<file path="config.mk">
export PLATFORM = sky130hd
export DESIGN_NAME = dgr_adj_mem
export DESIGN_NICKNAME = d
export VERILOG_FILES = /design/src/dgr_pkg.sv /design/src/dgr_adj_mem.sv
export SDC_FILE = /design/constraint.sdc
export NUM_CORES = 2
export LEC_CHECK = 0
export ABC_CLOCK_PERIOD_IN_PS = 12200
export CORE_MARGIN = 4
export CORE_UTILIZATION = 60
export DETAILED_ROUTE_END_ITERATION = 10
export DONT_BUFFER_PORTS = 1
export GPL_TIMING_DRIVEN = 0
export HOLD_SLACK_MARGIN = 0.15
export PLACE_DENSITY = 0.76
export SETUP_SLACK_MARGIN = 0.05
export SLEW_MARGIN = 20
export SYNTH_ARGS = -nofsm -noshare
export SYNTH_HDL_FRONTEND = slang
export SYNTH_SLANG_ARGS = --single-unit
</file>
<file path="constraint.sdc">
create_clock -name clk -period 12.2 [get_ports clk]
set_input_delay 1.22 -clock clk [delete_from_list [all_inputs] [get_ports clk]]
set_output_delay 1.22 -clock clk [all_outputs]
set_load 0.1 [all_outputs]
</file>
<file path="src/dgr_pkg.sv">
package dgr_pkg;

	localparam int unsigned MaxVerticesDefault = 64;
	localparam int unsigned CmdW = 3;
	localparam int unsigned VidW = 6;
	localparam int unsigned CountW = 7;

	typedef enum logic [CmdW-1:0] {
		CMD_ADD_EDGE = 3'd0,
		CMD_DEL_EDGE = 3'd1,
		CMD_DEL_VERTEX = 3'd2,
		CMD_REACH = 3'd3,
		CMD_CYCLE = 3'd4
	} cmd_t;

	typedef enum logic [3:0] {
		ST_IDLE,
		ST_CLEAR,
		ST_EDIT_RD,
		ST_EDIT_WR,
		ST_DELV,
		ST_SCAN_RD,
		ST_SCAN_EV,
		ST_DONE
	} state_t;

	typedef struct packed {
		logic [CmdW-1:0] cmd;
		logic [VidW-1:0] from_vertex;
		logic [VidW-1:0] to_vertex;
	} dgr_req_t;

	typedef struct packed {
		logic answer;
		logic [CountW-1:0] vertex_count;
	} dgr_rsp_t;

endpackage

</file>
<file path="src/dgr_adj_mem.sv">
module dgr_adj_mem #(
	parameter int unsigned NumVertices = dgr_pkg::MaxVerticesDefault,
	parameter int unsigned AddrW = $clog2(NumVertices)
) (
	input logic clk,
	input logic rd_en,
	input logic [AddrW-1:0] rd_addr,
	output logic [NumVertices-1:0] rd_data,
	input logic wr_en,
	input logic [AddrW-1:0] wr_addr,
	input logic [NumVertices-1:0] wr_data
);
	logic [NumVertices-1:0] mem [NumVertices];

	always_ff @(posedge clk) begin
		if (wr_en) begin
			mem[wr_addr] <= wr_data;
		end
		if (rd_en) begin
			rd_data <= mem[rd_addr];
		end
	end
endmodule

</file>
==> metrics <==
relative slew slack=0.107; Worst-Skew Late Latency=approximately 0.93 ns; CTS Sinks=between 4000 and 5000; Synth warnings=0; Max Cap Violations=0; first drt pass iteration count=6; Total Routed Length=457000 um; FF/Latch Area=about 120000 sq um; Hold Crit Class=input pin to flop; first-pass GRT wire length=640000 um; CTS clock-pin slew for the worst setup and hold paths=around 0.06 ns; CTS buffer count=between 300 and 400; Area Overhead vs Synth=14.6%; final worst slack=between 7 and 8 ns; syn avg cell area=between 20 and 25 sq um; Critical Path Start=rd_addr[2]; Syn Nets=6677; count leader, synth=edfxtp_1; setup slack after placement=between 6 and 7 ns; Pwr Total=29.7 mW; largest net degree at the start of global routing=65; status=complete, no violations; IO Pins=roughly 140; most frequent cells after synthesis=edfxtp_1 (4160), mux4_2 (1024), buf_2 (170); Buffers on Ports=0; CTS Root Cell=clkbuf_16; postcts setup bufs=0; share of layout cells above drive strength 1=0.286; Synth area leader=edfxtp_1; R2R cell count=5; f_max=between 200 and 250 MHz; Worst R2R End=rd_data[31]; number of filler cells placed in the layout=14100; Setup-failing EPs final=0; Worst VDD drop=0.176 mV; hold_sp=wr_data[38]; Async SR Flop Fraction=0; GR Util All Layers=0.340; synth unique cells=32; period utilisation layout=0.389; Post-CTS Hold Buffers=0; post-synth top area share=0.796; Multi-input gate area=between 30000 and 40000 sq um; Iter 0 DRT Violations=between 15000 and 20000; Core Box Area=approximately 260000 sq um; final hold vios=0; Slew @ Worst Pin=approximately 1.3 ns; Rows=~190; reg-to-reg critical path startpoint=mem[53][31]; maximum fanout along the worst path=10; sequential cell area fraction in the yosys report=0.796; vias per cell=~7.3; DRC viols=0; critical path endpoint category=flop; GRT Residual Overflow=0; cell area after synthesis=about 160000 sq um; gpl congestion=roughly 0.86; CP Class=input pin to flop; post-route ant nets=0; min cycle time layout=between 4 and 5 ns; clk_skew=between 0.04 and 0.05 ns; Die W=520 um; top post-synthesis cells by area=edfxtp_1 (80%), mux4_2 (15%), mux2i_1 (0.86%); Clock Path Buffers=4; RSZ-0062 raised after global routing=false; fin nets=7316; Worst setup endpoint=rd_data[6]; synthesis-stage register bit count=roughly 4200; Leakage=about 56 nW; Die ar.=270000 sq um; pwr dens=165 nW/um^2; wire length per cell=roughly 41 um; post_cts resized=0; Vias=a little over 80000; vias in the first global route=approximately 82000; CP Data Arrival Time=roughly 5.3 ns; CP required=about 13 ns; Main synth FF type=edfxtp_1; CTS tree=done; DP Wirelength=~280000 um; internal reg-to-reg setup slack=just over 9 ns; chip height=between 500 and 600 um; H-tree depth=5; Post-Syn Instances=between 6000 and 7000; Post-synth EDFFs=4160; max-slew violations=0; Worst setup SP type=input pin; Initial Utilization=0.604; initial antenna violation count=41
## kinds of logic (layout without fill, tap and decap cells)
logic type | Yosys count | in the layout | share of synthesized area
AO/OA/AOI/OAI | 504 | 504 | 0.0247
buffers and inverters | 389 | 1352 | 0.0118
flip-flops | 4160 | 4160 | 0.796
multiplexers | 1159 | 1159 | 0.156
other | 0 | 34 | 0
AND/OR/NAND/NOR | 386 | 386 | 0.0123
## worst max-delay path, cell delays in order
cell and delay (ns):
buf_2 0.24, buf_4 0.34, buf_2 0.51, buf_2 0.65
buf_4 0.37, mux2i_1 0.15, o22ai_1 0.62, a31oi_1 0.32
a211oi_1 0.85
## per-layer routing
layer / global-route usage / up-vias / routed length [um]
li1: - / 29900 / -
met1: 0.436 / 41900 / 143000
met2: 0.514 / 7985 / 212000
met3: 0.121 / 1680 / 70300
met4: 0.186 / 26 / 31800
met5: 0 / - / 173
## power by group
| group | switching (mW) | internal (mW) |
|---|---|---|
| logic | 0.819 | 0.488 |
| registers | 0.200 | 15.8 |
| clock network | 5.38 | 6.99 |
## cell type report
type	instances	share of cell area
Sequential cell	4160	0.694
Multi-Input combinational cell	2049	0.171
Clock buffer	465	0.0573
Timing Repair Buffer	243	0.0286
Tap cell	3496	0.0243
Clock inverter	255	0.0139
Buffer	370	0.00992
Antenna cell	34	0.000473
Inverter	19	0.000396
## worst min-delay path by stage
stage	cells after the start	endpoint
2_1_floorplan	4	rd_data[61]
3_3_place_gp	4	rd_data[48]
3_5_place_dp	4	rd_data[44]
4_1_cts	0	mem[29][38]
5_1_grt	0	mem[29][38]
6_report	0	mem[29][38]
## stage by stage
step | utilization | std cells | area (sq um) | TNS [ns] | hold slack [ns]
finish | 0.692 | 11100 | 180000 | 0 | 0.393
global route | 0.692 | 11100 | 180000 | 0 | 0.375
CTS | 0.692 | 11100 | 180000 | 0 | 0.338
detailed placement | 0.642 | 10300 | 167000 | 0 | 0.937
global placement | 0.621 | 10100 | 161000 | -34.83 | 0.922
floorplan | - | 6598 | 157000 | 0 | 0.865
## flip-flops by register name, indices dropped and copies added, names as in the netlist
name / flops
rd_data: 64
mem: 4096
## layout by cell type (no fill, tap or decap), types with 34 or more instances in the layout
cell / instances
and3_1: 64
clkbuf_16: 403
clkinv_1: 83
nand3_1: 45
buf_2: 171
nor2_4: 62
clkinv_2: 84
diode_2: 34
nor2_1: 49
a211oi_1: 60
mux2i_1: 135
buf_12: 147
clkbuf_1: 194
nand2_1: 58
buf_16: 73
bufinv_16: 44
buf_4: 53
a22oi_1: 168
mux4_2: 1024
edfxtp_1: 4160
o221ai_1: 38
o22ai_1: 83
a22o_1: 88
Power figures use the tool's default switching activity.
